**config.mk**
```make
export PLATFORM = sky130hd
export DESIGN_NAME = mbb_ctrl
export DESIGN_NICKNAME = d
export VERILOG_FILES = /design/src/hdl/mbb_pkg.sv /design/src/hdl/mbb_ctrl.sv
export SDC_FILE = /design/constraint.sdc
export NUM_CORES = 1
export LEC_CHECK = 0
export BUFFER_PORTS_ARGS = -buffer_cell sky130_fd_sc_hd__buf_4
export CAP_MARGIN = 5
export CELL_PAD_IN_SITES_DETAIL_PLACEMENT = 2
export CELL_PAD_IN_SITES_GLOBAL_PLACEMENT = 2
export CORE_ASPECT_RATIO = 1.4
export CORE_MARGIN = 2
export CORE_UTILIZATION = 29
export DETAILED_ROUTE_END_ITERATION = 6
export PLACE_DENSITY_LB_ADDON = 0.1
export SLEW_MARGIN = 25
export SYNTH_ARGS = -nofsm -noshare
export SYNTH_HDL_FRONTEND = slang
export SYNTH_SLANG_ARGS = --single-unit
```
**constraint.sdc**
```tcl
create_clock -name clk -period 3.3 [get_ports clk]
set_input_delay 0.33 -clock clk [delete_from_list [all_inputs] [get_ports clk]]
set_output_delay 0.33 -clock clk [all_outputs]
set_load 0.02 [all_outputs]
```
**src/hdl/mbb_pkg.sv**
```systemverilog
// Package for the masked box blur block: sizes, register indexes and the
// control and status structs shared by the controller and the datapath.
// No dependencies.
package mbb_pkg;

  // Stream limits.
  localparam int MAX_WIDTH  = 1024;
  localparam int MAX_RADIUS = 3;
  localparam int MAX_HEIGHT = 4095;

  // History store holds every entry that a window can still reach.
  localparam int HIST_DEPTH = 2 * MAX_RADIUS * MAX_WIDTH + 2 * MAX_RADIUS + 1;
  localparam int ADDR_W     = $clog2(HIST_DEPTH);

  // Field and counter widths.
  localparam int W_W    = 11;
  localparam int H_W    = 12;
  localparam int R_W    = 2;
  localparam int COL_W  = $clog2(MAX_WIDTH);
  localparam int IDX_W  = $clog2(MAX_WIDTH * MAX_HEIGHT + MAX_RADIUS * MAX_WIDTH
                                 + MAX_RADIUS + 1);
  localparam int WIN_N  = (2 * MAX_RADIUS + 1) * (2 * MAX_RADIUS + 1);
  localparam int SUM_W  = $clog2(WIN_N * 255 + 1);
  localparam int CNT_W  = $clog2(WIN_N + 1);
  localparam int A_W    = $clog2(2 * MAX_RADIUS + 1);
  localparam int STEP_W = $clog2(SUM_W + 1);

  // Mask code of a contributing neighbor.
  localparam logic [7:0] MASK_FULL = 8'd255;

  // Register map.
  localparam int CFG_IDX_W = 2;
  localparam logic [CFG_IDX_W-1:0] CFG_WIDTH  = 2'd0;
  localparam logic [CFG_IDX_W-1:0] CFG_HEIGHT = 2'd1;
  localparam logic [CFG_IDX_W-1:0] CFG_RADIUS = 2'd2;

  localparam logic [W_W-1:0] WIDTH_RESET  = 11'd640;
  localparam logic [H_W-1:0] HEIGHT_RESET = 12'd480;
  localparam logic [R_W-1:0] RADIUS_RESET = 2'd1;

  // Effective configuration seen by the datapath.
  typedef struct packed {
    logic [W_W-1:0]   w;
    logic [H_W-1:0]   h;
    logic [R_W-1:0]   r;
    logic [IDX_W-1:0] delay;
    logic [IDX_W-1:0] total;
  } cfg_t;

  // Commands from the controller.
  typedef struct packed {
    logic accept;
    logic rd_centre;
    logic cap_centre;
    logic scan_start;
    logic scan_step;
    logic div_start;
    logic out_load;
  } cmd_t;

  // Status back to the controller.
  typedef struct packed {
    logic produce;
    logic mask_nz;
    logic scan_last;
    logic n_zero;
    logic div_done;
    logic out_valid;
  } status_t;

endpackage

```
**src/hdl/mbb_ctrl.sv**
```systemverilog
// Controller of the masked box blur: sequences accept, centre read, window
// scan, division and output load. Depends on mbb_pkg.
module mbb_ctrl (
  input  logic             clk,
  input  logic             rst,
  input  logic             in_valid,
  input  logic             out_ready,
  input  mbb_pkg::status_t st,
  output logic             in_ready,
  output mbb_pkg::cmd_t    cmd
);
  import mbb_pkg::*;

  typedef enum logic [7:0] {
    S_IDLE   = 8'b0000_0001,
    S_CHECK  = 8'b0000_0010,
    S_CWAIT  = 8'b0000_0100,
    S_SCAN   = 8'b0000_1000,
    S_DRAIN  = 8'b0001_0000,
    S_DLOAD  = 8'b0010_0000,
    S_DWAIT  = 8'b0100_0000,
    S_FINISH = 8'b1000_0000
  } state_t;

  state_t state, state_next;

  always_ff @(posedge clk) begin
    if (rst) begin
      state <= S_IDLE;
    end else begin
      state <= state_next;
    end
  end

  // Next state and commands.
  always_comb begin
    state_next = state;
    cmd        = '0;
    in_ready   = 1'b0;
    case (state)
      S_IDLE: begin
        in_ready = 1'b1;
        if (in_valid) begin
          cmd.accept = 1'b1;
          state_next = S_CHECK;
        end
      end
      S_CHECK: begin
        if (st.produce) begin
          cmd.rd_centre = 1'b1;
          state_next    = S_CWAIT;
        end else begin
          state_next = S_IDLE;
        end
      end
      S_CWAIT: begin
        cmd.cap_centre = 1'b1;
        cmd.scan_start = 1'b1;
        state_next     = st.mask_nz ? S_SCAN : S_FINISH;
      end
      S_SCAN: begin
        cmd.scan_step = 1'b1;
        if (st.scan_last) begin
          state_next = S_DRAIN;
        end
      end
      S_DRAIN: begin
        state_next = S_DLOAD;
      end
      S_DLOAD: begin
        if (st.n_zero) begin
          state_next = S_FINISH;
        end else begin
          cmd.div_start = 1'b1;
          state_next    = S_DWAIT;
        end
      end
      S_DWAIT: begin
        if (st.div_done) begin
          state_next = S_FINISH;
        end
      end
      S_FINISH: begin
        if (!st.out_valid || out_ready) begin
          cmd.out_load = 1'b1;
          state_next   = S_IDLE;
        end
      end
      default: begin
        state_next = S_IDLE;
      end
    endcase
  end

endmodule

```
### Word-level counts from Yosys, hierarchy flattened

Cells that the tools add are included.

| storage, ports and cells | value |
|---|---|
| flip-flop bits (word level) | 8 |
| input bits | 10 |

| operators by class | value |
|---|---|
| muxes and demuxes | 19 |
| equal/unequal tests | 12 |
| reduce and logical (&&, ||, !) cells | 3 |

Operators by type and width:

| kind | count |
|---|---|
| case mux 8 bit (8 select lines) | 1 |
| two-way mux 8 bit | 6 |
| two-way mux 1 bit | 10 |
| equality test 8 x 1 -> 1 bit, second input constant | 1 |
| equality test 8 x 2 -> 1 bit, second input constant | 1 |
| equality test 8 x 3 -> 1 bit, second input constant | 1 |
| equality test 8 x 4 -> 1 bit, second input constant | 1 |
| equality test 8 x 5 -> 1 bit, second input constant | 1 |
| equality test 8 x 6 -> 1 bit, second input constant | 1 |
| equality test 8 x 7 -> 1 bit, second input constant | 1 |
| equality test 8 bit, second input constant | 1 |
| inequality test 2 bit, second input constant | 4 |
| AND reduction 4 bit | 1 |
| two-way mux 3 bit | 1 |
| two-way mux 2 bit | 1 |
| zero test 1 bit | 1 |
| logical OR 1 bit | 1 |

### Longest topological paths before layout

| logic depth | value |
|---|---|
| depth in word-level cells | 4 |
| gate-level depth with buffers | 6 |
| mapped depth without buffers | 5 |

### Worst setup path after synthesis

No wires, ideal clock.

| timing path | value |
|---|---|
| kind | register -> output |
| start point | reg state[3] |
| end point | out cmd[0] (netlist name) |
| required time | 2.970 ns |
| cell stages (with the launch flop) | 5 |
| setup slack | 1.716 ns |
| data arrival time | 1.254 ns |
| path through | dfxtp_1 -> nor3_2 -> and2_1 -> nand3_1 -> a21oi_1 |

RTL lines:

| element | line | source |
|---|---|---|
| from (decl) | mbb_ctrl.sv:25 | `state_t state, state_next;` |
| from (signal assigned) | mbb_ctrl.sv:31 | `state <= state_next;` |
| to (decl) | mbb_ctrl.sv:10 | `output mbb_pkg::cmd_t cmd` |

==> metrics <==
Worst Hold End state[6]; Hold Crit Class in2reg; antenna violations before repair 0; Area growth syn-to-layout 27.3%; critical path data required time 2970 ps; pin count of the biggest net entering global routing 10; setup slack, reg-to-reg 1720 ps; worst-path fanout max 6; CTS tree done; slowest CP cell dfxtp_1; post-synth top area share 0.271; clock root buffer clkbuf_4; CP max stage delay 380 ps; Slew @ Worst Pin 353 ps; Worst R2R Path Depth 5; layout cells sized above 1 0.326; Clock Sink Count 8; Hold Buf Count CTS 0; Reg power frac 0.434; Area contributors post-synth dfxtp_1 27%, inv_1 5.7%, nor2_1 5.1%; drt via density 5.56; Logic pwr share 0.228; Die X-Extent 42.1 um; met3 GRT Util 0.0190; dpl hpwl 1520 um; Max clock buf depth 2; power per cell area 322 nW/um^2; peak supply drop 0.167 mV; mapped cell area 591 um^2; GPL Wtd Cong 0.810; overall fraction of global-route tracks in use 0.178; register bank with the most flops state; Routed Antenna Nets 0; Internal 168 uW; WS Path Type reg2out; max frequency 518 MHz; vias in the first global route 685; crit path cell chain nor3_2 > and2_1 > nand3_1 > a21oi_1 > buf_4; cells after synthesis 71; hold path depth 2; Starting Density 0.303; IO Pins 18; Clock Pin Slew Worst Setup and Hold Paths 60 ps; drt first pass iters 2; GR Overflow Total 0; # diodes 0; RSZ-0062 raised after global routing false; R2R Path End state[0]; Worst EP arrival 1600 ps; fin crit period 1930 ps; via count 612; R2R Path Start state[5]; Syn. warnings 0; endpoints failing hold 0; Max Slew Vio Count 0; M2 GR Usage 0.324; Yosys top cell by area dfxtp_1; P_sw 74.2 uW; WL final 1880 um; switching part of the total 0.307; DRC Markers 0; P_leak 0.368 nW; worst hold slack 291 ps; Synthesized Nets 81; htree depth 1; Yosys cell types 36; startpoint types flip-flop; Fin Setup TNS 0 ps; met1 usage 0.201; clk_lat worst skew 260 ps; IO buf count 17; first-pass GRT wire length 3180 um; CP endpoint kind output port; biggest regs state: 8 flops; Finished Layout Cells 110; Clock power frac 0.338; setup bufs post-CTS 0; initial drt markers 6; fin crit share 0.585; WL/cell 17.1 um; fill count 243; post-placement cell count 107; slew margin rel. 0.761; Largest register FFs 8; Seq/Total Area, Yosys 0.271; Max Cap Viol 0; Num CTS Buffers 3; Synth Register Bits 8; Std-Cell Rows 19; die area 2420 um^2; post-CTS sizing 0; core area 1950 um^2; Min-Delay Startpoint rst; status finished, final reports clean; final setup fails 0; Top Usage Layer GRT met2; Max Clock Skew 2.96 ps; die height 57.4 um; mean area per synthesized cell 8.32 um^2; Layout Nets 101
metal layers:
layer,share of wire,vias to the layer above
met3,0.027,2
met1,0.40,299
met2,0.56,11
li1,-,300
met4,0.0096,0
met5,0,-
metrics by stage:
step	util	cell area [um^2]	power (mW)	setup WS, ps
3_5_place_dp	0.374	729	0.163	1640
3_3_place_gp	0.374	729	0.161	1680
5_1_grt	0.386	752	0.254	1260
2_1_floorplan	-	591	0.137	1720
4_1_cts	0.386	752	0.246	1350
6_report	0.386	752	0.242	1370
critical path: cells and delay by family, from the launching register on:
| family | cells | cell delay [ps] |
|---|---|---|
| AND/OR/NAND/NOR | 3 | 670 |
| buffers and inverters | 1 | 150 |
| flip-flops | 1 | 380 |
| AO/OA/AOI/OAI | 1 | 140 |
power groups by stage:
| stage | Combinational, mW | Clock (mW) | Sequential (mW) |
|---|---|---|---|
| final | 0.0551 | 0.0818 | 0.105 |
| after global routing | 0.0604 | 0.0883 | 0.105 |
| after CTS | 0.0560 | 0.0847 | 0.105 |
| after detailed placement | 0.0558 | 0 | 0.107 |
| after global placement | 0.0539 | 0 | 0.107 |
| after floorplan | 0.0316 | 0 | 0.106 |
layout by cell type, fill, tap and decap left out, types with 2 or more instances in the layout:
master,n
a21oi_1,2
a31oi_1,2
and2_1,4
and3_1,2
buf_4,17
clkbuf_4,3
dfxtp_1,8
inv_1,9
nand3_1,2
nand4_1,2
nor2_1,8
nor3_1,2
nor3_2,2
o21ai_0,2
o311a_1,2
cells in the mapped netlist:
library cell / n
nor2b_1: 1
o211ai_1: 1
nor2_2: 1
nand4b_1: 1
buf_4: 2
nor4bb_1: 1
nand4b_4: 1
nand2b_1: 1
nand4_1: 2
nor3_1: 2
o211ai_2: 1
o22ai_1: 1
o22a_1: 1
nor3b_1: 1
and3_2: 1
nor4_1: 1
dfxtp_1: 8
nor3_2: 2
a21oi_1: 2
o21ai_1: 1
nor2_1: 8
o311a_1: 2
and3_1: 2
nor2b_4: 1
o21ai_0: 2
nand2_1: 1
a22oi_2: 1
or2b_1: 1
a41oi_1: 1
o221a_1: 1
and2_1: 4
inv_1: 9
nand3b_1: 1
nand3_1: 2
a31oi_1: 2
nor4_4: 1
kinds of logic (layout without fill, tap and decap cells):
| logic type | count (synthesis) | after routing | synth area share |
|---|---|---|---|
| AO/OA/AOI/OAI | 16 | 16 | 0.212 |
| buffers and inverters | 11 | 29 | 0.0826 |
| flip-flops | 8 | 8 | 0.271 |
| AND/OR/NAND/NOR | 36 | 36 | 0.434 |
worst max-delay path by stage:
stage               slack, ps  cells after the start  endpoint  startpoint
detailed placement       1640                      5    cmd[0]    state[3]
global placement         1680                      5    cmd[0]    state[3]
global route             1260                      5    cmd[0]    state[3]
CTS                      1350                      5    cmd[0]    state[3]
finish                   1370                      5    cmd[0]    state[3]
floorplan                1720                      4    cmd[0]    state[3]
area by class of cell:
type	count	area, um^2	area share
well taps	21	26.3	0.0349
repair buffers	17	128	0.170
flip-flops and latches	8	160	0.213
inverters	9	33.8	0.0449
clock buffers	3	22.5	0.0300
multi-input cells	52	382	0.507
(Power assumes the default switching activity.)
